<file path="src/rtl/ial_pkg.sv">
// Shared types and constants of the indexed array list core.
package ial_pkg;

    localparam int IAL_CAPACITY = 16;
    localparam int DATA_W       = 32;
    localparam int POS_W        = 5;
    localparam int CNT_OUT_W    = 5;
    localparam int STATUS_W     = 2;
    localparam int MODE_W       = 3;
    localparam int S_TDATA_W    = 40;
    localparam int M_TDATA_W    = 40;

    // operation codes
    typedef enum logic [MODE_W-1:0] {
        MODE_PUSH_BACK  = 3'd0,
        MODE_POP_BACK   = 3'd1,
        MODE_PUSH_FRONT = 3'd2,
        MODE_POP_FRONT  = 3'd3,
        MODE_INSERT     = 3'd4,
        MODE_DELETE     = 3'd5,
        MODE_DUMP       = 3'd6
    } mode_t;

    // result status codes
    typedef enum logic [STATUS_W-1:0] {
        ST_OK    = 2'd0,
        ST_EMPTY = 2'd1,
        ST_RANGE = 2'd2,
        ST_FULL  = 2'd3
    } status_t;

    // controller to datapath
    typedef struct packed {
        logic op_en;      // perform the list operation of the accepted word
        logic dump_start; // clear the dump index
        logic rotate;     // rotate the list by one during a dump
        logic dumping;    // output shows the front element
    } ial_cmd_t;

    // datapath to controller
    typedef struct packed {
        logic cnt_zero;
        logic dump_last;
    } ial_stat_t;

endpackage

</file>
<file path="src/rtl/ial_ctrl.sv">
// Controller state machine of the indexed array list core.
module ial_ctrl
    import ial_pkg::*;
(
    input  logic      clk,
    input  logic      rst_n,
    input  logic      in_valid,
    input  mode_t     in_mode,
    output logic      in_ready,
    output logic      out_valid,
    input  logic      out_ready,
    output ial_cmd_t  cmd,
    input  ial_stat_t stat
);

    typedef enum logic [2:0] {
        S_IDLE = 3'b001,
        S_OUT  = 3'b010,
        S_DUMP = 3'b100
    } state_t;

    state_t state_reg, state_next;

    // next state and commands
    always_comb
    begin
        state_next = state_reg;
        in_ready   = 1'b0;
        out_valid  = 1'b0;
        cmd        = '0;
        case (state_reg)
            S_IDLE:
            begin
                in_ready = 1'b1;
                if (in_valid)
                begin
                    if (in_mode == MODE_DUMP && !stat.cnt_zero)
                    begin
                        cmd.dump_start = 1'b1;
                        state_next     = S_DUMP;
                    end
                    else
                    begin
                        cmd.op_en  = 1'b1;
                        state_next = S_OUT;
                    end
                end
            end
            S_OUT:
            begin
                out_valid = 1'b1;
                if (out_ready)
                begin
                    state_next = S_IDLE;
                end
            end
            S_DUMP:
            begin
                out_valid   = 1'b1;
                cmd.dumping = 1'b1;
                if (out_ready)
                begin
                    cmd.rotate = 1'b1;
                    if (stat.dump_last)
                    begin
                        state_next = S_IDLE;
                    end
                end
            end
            default:
            begin
                state_next = S_IDLE;
            end
        endcase
    end

    // state register
    always_ff @(posedge clk or negedge rst_n)
    begin
        if (!rst_n)
        begin
            state_reg <= S_IDLE;
        end
        else
        begin
            state_reg <= state_next;
        end
    end

endmodule

</file>
<file path="src/rtl/ial_dpath.sv">
// Datapath of the indexed array list core: shifting element chain, count, result.
module ial_dpath
    import ial_pkg::*;
#(
    parameter int CAPACITY = IAL_CAPACITY
)
(
    input  logic                 clk,
    input  logic                 rst_n,
    input  ial_cmd_t             cmd,
    output ial_stat_t            stat,
    input  mode_t                in_mode,
    input  logic [DATA_W-1:0]    in_value,
    input  logic [POS_W-1:0]     in_position,
    output logic [STATUS_W-1:0]  out_status,
    output logic [CNT_OUT_W-1:0] out_count,
    output logic [DATA_W-1:0]    out_data,
    output logic                 out_last
);

    localparam int CW = $clog2(CAPACITY + 1);
    localparam int WW = (CW > POS_W) ? CW : POS_W;

    logic [DATA_W-1:0] cell_reg [CAPACITY];
    logic [CW-1:0]     cnt_reg, cnt_next;
    logic [CW-1:0]     idx_reg, idx_next;
    status_t           status_reg;

    logic [WW-1:0] cnt_w, cnt_m1, pos_w, sel_pos;
    logic          is_put, is_take;
    status_t       st;
    logic          do_put, do_take;

    assign cnt_w  = WW'(cnt_reg);
    assign cnt_m1 = cnt_w - WW'(1);
    assign pos_w  = WW'(in_position);

    // decode the operation and check it
    always_comb
    begin
        is_put  = 1'b0;
        is_take = 1'b0;
        sel_pos = '0;
        st      = ST_OK;
        case (in_mode)
            MODE_PUSH_BACK:
            begin
                is_put  = 1'b1;
                sel_pos = cnt_w;
            end
            MODE_POP_BACK:
            begin
                is_take = 1'b1;
                sel_pos = cnt_m1;
            end
            MODE_PUSH_FRONT: is_put  = 1'b1;
            MODE_POP_FRONT:  is_take = 1'b1;
            MODE_INSERT:
            begin
                is_put  = 1'b1;
                sel_pos = pos_w;
            end
            MODE_DELETE:
            begin
                is_take = 1'b1;
                sel_pos = pos_w;
            end
            MODE_DUMP:       st = ST_EMPTY; // only an empty dump comes here
            default:         st = ST_OK;
        endcase
        if (is_put)
        begin
            if (sel_pos > cnt_w)
                st = ST_RANGE;
            else if (cnt_w >= WW'(CAPACITY))
                st = ST_FULL;
        end
        if (is_take)
        begin
            if (cnt_reg == '0)
                st = ST_EMPTY;
            else if (sel_pos >= cnt_w)
                st = ST_RANGE;
        end
    end

    assign do_put  = cmd.op_en && is_put  && (st == ST_OK);
    assign do_take = cmd.op_en && is_take && (st == ST_OK);

    // element chain: every cell shifts at once
    for (genvar i = 0; i < CAPACITY; i++)
    begin : g_cell
        localparam int PREV = (i > 0) ? i - 1 : 0;
        localparam int NEXT = (i < CAPACITY - 1) ? i + 1 : i;
        localparam logic [WW-1:0] IDX = WW'(i);
        logic [DATA_W-1:0] cell_next;

        always_comb
        begin
            cell_next = cell_reg[i];
            if (do_put)
            begin
                if (IDX == sel_pos)
                    cell_next = in_value;
                else if (IDX > sel_pos)
                    cell_next = cell_reg[PREV];
            end
            else if (do_take)
            begin
                if (IDX >= sel_pos && i < CAPACITY - 1)
                    cell_next = cell_reg[NEXT];
            end
            else if (cmd.rotate)
            begin
                if (IDX == cnt_m1)
                    cell_next = cell_reg[0];
                else if (IDX < cnt_m1)
                    cell_next = cell_reg[NEXT];
            end
        end

        always_ff @(posedge clk)
        begin
            cell_reg[i] <= cell_next;
        end
    end

    // element count and dump index
    always_comb
    begin
        cnt_next = cnt_reg;
        if (do_put)
            cnt_next = cnt_reg + CW'(1);
        else if (do_take)
            cnt_next = cnt_reg - CW'(1);
        idx_next = idx_reg;
        if (cmd.dump_start)
            idx_next = '0;
        else if (cmd.rotate)
            idx_next = idx_reg + CW'(1);
    end

    always_ff @(posedge clk or negedge rst_n)
    begin
        if (!rst_n)
        begin
            cnt_reg <= '0;
            idx_reg <= '0;
        end
        else
        begin
            cnt_reg <= cnt_next;
            idx_reg <= idx_next;
        end
    end

    // result status
    always_ff @(posedge clk)
    begin
        if (cmd.op_en)
            status_reg <= st;
    end

    assign stat.cnt_zero  = (cnt_reg == '0);
    assign stat.dump_last = (WW'(idx_reg) == cnt_m1);

    // output word
    assign out_count  = cnt_w[CNT_OUT_W-1:0];
    assign out_status = cmd.dumping ? ST_OK : status_reg;
    assign out_data   = cmd.dumping ? cell_reg[0] : '0;
    assign out_last   = cmd.dumping ? stat.dump_last : 1'b1;

endmodule

</file>
<file path="src/rtl/indexed_array_list_core.sv">
// A non-dump word, or a dump of an empty list, gives its one result word in the cycle after acceptance;
// a new word is taken only once that result or dump has been taken. A non-empty dump
// gives count words, one a cycle while m_tready holds, the list rotating once through its register chain.
// Reset (rst_n, asynchronous, active low) empties the list and returns to idle;
// element storage is not cleared.
module indexed_array_list_core
    import ial_pkg::*;
#(
    parameter int CAPACITY = IAL_CAPACITY
)
(
    input  logic                 clk,
    input  logic                 rst_n,
    input  logic                 s_tvalid,
    output logic                 s_tready,
    input  logic [S_TDATA_W-1:0] s_tdata,  // mode[2:0], value[34:3], position[39:35]
    output logic                 m_tvalid,
    input  logic                 m_tready,
    output logic [M_TDATA_W-1:0] m_tdata,  // status[1:0], count[6:2], data[38:7], zero[39]
    output logic                 m_tlast
);

    ial_cmd_t             cmd;
    ial_stat_t            stat;
    mode_t                mode;
    logic [STATUS_W-1:0]  status;
    logic [CNT_OUT_W-1:0] count;
    logic [DATA_W-1:0]    data;

    assign mode = mode_t'(s_tdata[MODE_W-1:0]);

    ial_ctrl u_ctrl (
        .clk       (clk),
        .rst_n     (rst_n),
        .in_valid  (s_tvalid),
        .in_mode   (mode),
        .in_ready  (s_tready),
        .out_valid (m_tvalid),
        .out_ready (m_tready),
        .cmd       (cmd),
        .stat      (stat)
    );

    ial_dpath #(
        .CAPACITY (CAPACITY)
    ) u_dpath (
        .clk         (clk),
        .rst_n       (rst_n),
        .cmd         (cmd),
        .stat        (stat),
        .in_mode     (mode),
        .in_value    (s_tdata[MODE_W +: DATA_W]),
        .in_position (s_tdata[MODE_W + DATA_W +: POS_W]),
        .out_status  (status),
        .out_count   (count),
        .out_data    (data),
        .out_last    (m_tlast)
    );

    // pack the result word
    assign m_tdata = {1'b0, data, count, status};

endmodule
</file>
<file path="config.mk">
export PLATFORM = sky130hd
export DESIGN_NAME = indexed_array_list_core
export DESIGN_NICKNAME = d
export VERILOG_FILES = /design/src/rtl/ial_pkg.sv /design/src/rtl/ial_ctrl.sv /design/src/rtl/ial_dpath.sv /design/src/rtl/indexed_array_list_core.sv
export SDC_FILE = /design/constraint.sdc
export NUM_CORES = 2
export LEC_CHECK = 0
export ABC_AREA = 1
export ABC_CLOCK_PERIOD_IN_PS = 5990
export BUFFER_PORTS_ARGS = -buffer_cell sky130_fd_sc_hd__clkbuf_2
export CORE_MARGIN = 1
export CORE_UTILIZATION = 31
export CTS_BUF_LIST = sky130_fd_sc_hd__clkbuf_8
export CTS_CLUSTER_DIAMETER = 40
export DETAILED_ROUTE_END_ITERATION = 16
export HOLD_SLACK_MARGIN = 0.15
export SLEW_MARGIN = 20
export SYNTH_ARGS = -nofsm -noshare
export SYNTH_HDL_FRONTEND = slang
export SYNTH_HIERARCHICAL = 1
export SYNTH_SLANG_ARGS = --single-unit
</file>
<file path="constraint.sdc">
create_clock -name clk -period 5.99 [get_ports clk]
set_clock_uncertainty 0.05 [all_clocks]
set_input_delay 0.8985 -clock clk [delete_from_list [all_inputs] [get_ports clk]]
set_output_delay 0.8985 -clock clk [all_outputs]
set_load 0.01 [all_outputs]
</file>
# Word-level counts from Yosys, hierarchy flattened
# Memory sizes are Yosys's and may differ from the RTL's.
# Cells that the tools add are included.
# Widths: inputs -> output; s select.
[op_classes]
add_sub_neg = 3
order_cmp = 48
eq_ne = 44
n_mux = 156
n_reduce_logical = 18
[ops]
columns = ["op", "count"]
rows = [
  ["$mux 32", 126],
  ["$eq 4x5->1 const A", 16],
  ["$eq 3x5->1 const A", 8],
  ["$gt 4x5->1 const A", 8],
  ["$ge 4x5->1 const A", 7],
  ["$lt 4x5->1 const A", 7],
  ["$eq 2x5->1 const A", 4],
  ["$ge 3x5->1 const A", 4],
  ["$gt 3x5->1 const A", 4],
  ["$lt 3x5->1 const A", 4],
  ["$mux 2", 10],
  ["$mux 5", 4],
  ["$logic_not 5->1", 3],
  ["$mux 3", 5],
  ["$pmux 5 s3", 1],
  ["$eq 3x3->1 const B", 4],
  ["$add 5x1->5 const B", 2],
  ["$eq 1x5->1 const A", 2],
  ["$ge 1x5->1 const A", 2],
  ["$ge 2x5->1 const A", 2],
  ["$gt 2x5->1 const A", 2],
  ["$lt 1x5->1 const A", 2],
  ["$lt 2x5->1 const A", 2],
  ["$eq 3x2->1 const B", 3],
  ["other kinds (19)", 37],
]
[totals]
register_bits = 15
mem_bits_rw = 512
in_bits = 44
elab_cells = 274
n_memories = 1
[memory_table]
columns = ["name", "depth", "width", "rd", "rd_ports_with_merged_regs", "write_ports", "line_no", "source"]
rows = [
  ["u_dpath.cell_reg", 16, 32, 16, 0, 16, "ial_dpath.sv:24", "logic [DATA_W-1:0] cell_reg [CAPACITY];"],
]

# Logic depth before layout (Yosys ltp)
[depth]
depth_word = 13
mapped_depth = 28
depth_no_buf = 23

# By module
# The synthesis kept the hierarchy.
[modules_own_cells]
columns = ["module", "n_inst", "cells_per_inst", "area_per_inst_um2", "seq_area_each_um2"]
rows = [
  ["ial_dpath", 1, 6206, 40173.5, 15685.0],
  ["ial_ctrl", 1, 36, 225.2, 76.3],
  ["indexed_array_list_core", 1, 2, 11.3, 0.0],
]

# Worst setup path before layout
# No wires, ideal clock.
[synth_path]
kind = "register to register"
start = "reg u_dpath/out_count[0] (netlist name)"
end = "mem u_dpath.cell_reg[11][4], in the netlist u_dpath/cell_reg[1][100] (enable)"
setup_ns = 0.466
arrival_ns = 5.512
t_required_ns = 5.474
slack_ns = -0.038
stages_incl_launch_ff = 24
path_buffers = 3
period_less_slack_ns = 6.028
cell_sequence = "dfrtp_1 buf_2 inv_1 buf_2 ha_1 xor2_2 nand2_1 o211ai_1 nand2_1 inv_2 ha_1 and3_1 nand3_1 nand2_1 inv_2 nand2_1 nand2_1 nand2_1 nand2_1 nand3_1 nor2_1 nand2_1 buf_2 o21ai_0"
[synth_lines]
columns = ["item", "line_no"]
rows = [
  ["end: declaration", "ial_dpath.sv:24"],
]

==> flow_summary.json <==
{
  "nNetsFinal": 6027,
  "startpoint_type": "flip-flop",
  "grt_use_met1_pct": 29.4,
  "max_cap_violations": 0,
  "largest_reg_flops": 512,
  "peakVddDrop_mv": 0.371,
  "dp_hpwl_mm": 83.9,
  "max_freq_mhz": 182,
  "die_h_um": 363,
  "synth-seq-cells": 527,
  "wirelength_mm": 160,
  "drt-wirelength-per-cell_um": 20.4,
  "drtAntennaViolNets": 0,
  "cts_tree": "built",
  "drt_iter0_markers": 5436,
  "async_flop_share_pct": 2.47,
  "relSlewSlack_pct": 14.1,
  "period_share_pct": 91.8,
  "grt_first_pass_wirelength_mm": 241,
  "layout-area-overhead-vs-synth_pct": 9.62,
  "via_count": 43463,
  "core_um2": 129000,
  "vias_per_cell": 5.56,
  "syn_inst": 6244,
  "cts_setup_buffers": 0,
  "drive_above_1_share_pct": 7.11,
  "arrival_ns": 5.88,
  "grtUsageTotal_pct": 23.4,
  "clk-insertion-delay-late_ns": 0.81,
  "drv_slew": 0,
  "cts_root_buffer": "clkbuf_8",
  "finalSetupTns_ns": 0,
  "nFillCells": 13984,
  "fin_ws_ns": 0.492,
  "hold_violations": 0,
  "use_met3_pct": 3.56,
  "io_pins": 87,
  "grt_max_degree": 195,
  "synth_edf_count": 514,
  "worst_pin_slew_ns": 1.29,
  "clockBufferDepth": 3,
  "dr.pass1.iters": 8,
  "setup_violations": 0,
  "yosys_warnings": 6,
  "p_leak_uw": 0.0212,
  "critPathKind": "reg2reg",
  "port_buffers": 85,
  "place.gp.congestion": 0.886,
  "grt_overflow": 0,
  "grt_antenna_before_repair": 4,
  "rsz0062_at_grt": "no",
  "multi_input_area_um2": 21800,
  "h-tree-depth": 3,
  "use_met2_pct": 38.8,
  "synth_nets": 6298,
  "avgSynthCellArea_um2": 6.47,
  "end_kind": "flip-flop",
  "worstPathMaxFanout": 28,
  "cts.clk_slew.worst_paths_ns": 0.05,
  "period_minus_slack_ns": 5.50,
  "yosysSeqAreaShare_pct": 39.0,
  "drc_errors": 0,
  "busiest_layer": "met2",
  "syn-cell-area_um2": 40400,
  "power_per_cell_area_nw_per_um2": 413,
  "min_path_type": "in2reg",
  "rows": 132,
  "clkSinkCount": 527,
  "cts_resized": 0,
  "power_uw": 18300,
  "synth_top_area_share_pct": 38.2,
  "fp.dieArea_um2": 132000,
  "place_ws_ns": 0.503,
  "die_w_um": 363,
  "ys.flop_type": "edfxtp_1",
  "status": "finished clean",
  "synth_cell_type_count": 43,
  "grt_pass1_vias": 39665,
  "synth_area_leaders": "edfxtp_1, nand2_1, o21ai_0",
  "seq_area_um2": 15800,
  "initial_core_util_pct": 31.2,
  "cts_inserted_buffers": 118,
  "yosys.area.top_type": "edfxtp_1",
  "worst_ep_required_time_ns": 6.37
}
-- cell families after synthesis --
kind of cell | synth area share (%)
other | 0.00928
AND/OR/NAND/NOR | 39.7
AO/OA/AOI/OAI | 12.9
buffers and inverters | 7.80
adder cells (fa/ha/maj) | 0.310
XOR/XNOR | 0.235
flip-flops | 39.0
-- worst paths after layout --
path	end	slack (ns)	from	cells after the start
max in group asynchronous	u_ctrl/state_reg[0]	5.05	rst_n	2
worst min register to register	u_dpath/idx_reg[3]	0.48	u_dpath/idx_reg[3]	1
worst max register to register	u_dpath/cell_reg[1][199]	0.49	u_dpath/out_count[1]	23
worst max-delay path	u_dpath/cell_reg[1][199]	0.49	u_dpath/out_count[1]	23
min in group asynchronous	u_dpath/idx_reg[3]	0.51	rst_n	2
worst min-delay path	u_ctrl/state_reg[2]	0.34	s_tvalid	3
-- cell usage in the layout (no fill, tap or decap), types with 43 or more instances in the layout --
| cell type | count |
|---|---|
| nand2_1 | 3343 |
| nor2_1 | 43 |
| o21ai_1 | 46 |
| inv_1 | 162 |
| buf_4 | 64 |
| clkbuf_8 | 122 |
| edfxtp_1 | 514 |
| nand4_1 | 461 |
| o21ai_0 | 962 |
| clkbuf_2 | 85 |
-- layer usage --
layer,wire length (um),vias to the layer above
met1,63600,20457
li1,-,20172
met3,15500,450
met4,8150,0
met2,72400,2384
met5,0,-
-- layout make-up --
cell class              instances  area share, %
clock inverters               100           1.68
repair buffers                179           3.38
well taps                    1742           4.92
multi-input cells            4986           49.2
flip-flops and latches        527           35.6
diodes                          2         0.0113
inverters                     161           1.42
clock buffers                 122           3.79
-- worst max-delay path, cell delays in order (launching register included) --
cell and delay, ns:
dfrtp_1 0.51, inv_1 0.18, ha_1 0.27, xor2_2 0.16
buf_4 0.19, nand2_1 0.06, o211ai_1 0.13, nand2_1 0.16
inv_2 0.13, ha_1 0.24, and3_1 0.20, nand3_1 0.08
nand2_1 0.06, inv_2 0.05, nand2_1 0.05, nand2_1 0.08
nand2_1 0.08, a21boi_1 0.17, nor2_1 0.07, buf_4 0.17
nand2_1 0.59, nand2_1 0.56, o21ai_4 0.48, buf_12 0.34
-- synth_stat cells, drive strengths merged, types with 10 or more instances --
master,n
buf,260
clkbuf,310
dfrtp,12
edfxtp,514
ha,10
inv,161
nand2,3362
nand3,41
nand4,461
nor2,54
o21ai,1018
-- through the flow --
stage                     util [%]  area, um^2  std cells  hold WS (ns)
after floorplan                  -       40400       6244         0.424
after global placement        32.3       41900       7594         0.457
after detailed placement      32.3       41900       7594         0.468
after CTS                     34.2       44300       7817         0.298
after global routing          34.2       44300       7819         0.376
final                         34.2       44300       7819         0.339
-- report_power, final --
group	internal, uW	leakage [uW]	switching, uW	total, uW
clock	2330	0.00129	1940	4280
sequential	5160	0.00483	391	5550
combinational	2160	0.0151	6300	8470
-- what timing repair did --
item / in CTS / in global routing
endpoints found under the setup margin: 0 / 0
hold buffers: 1 / 0
hold endpoints to repair: 12 / 0
(Power assumes the default switching activity.)
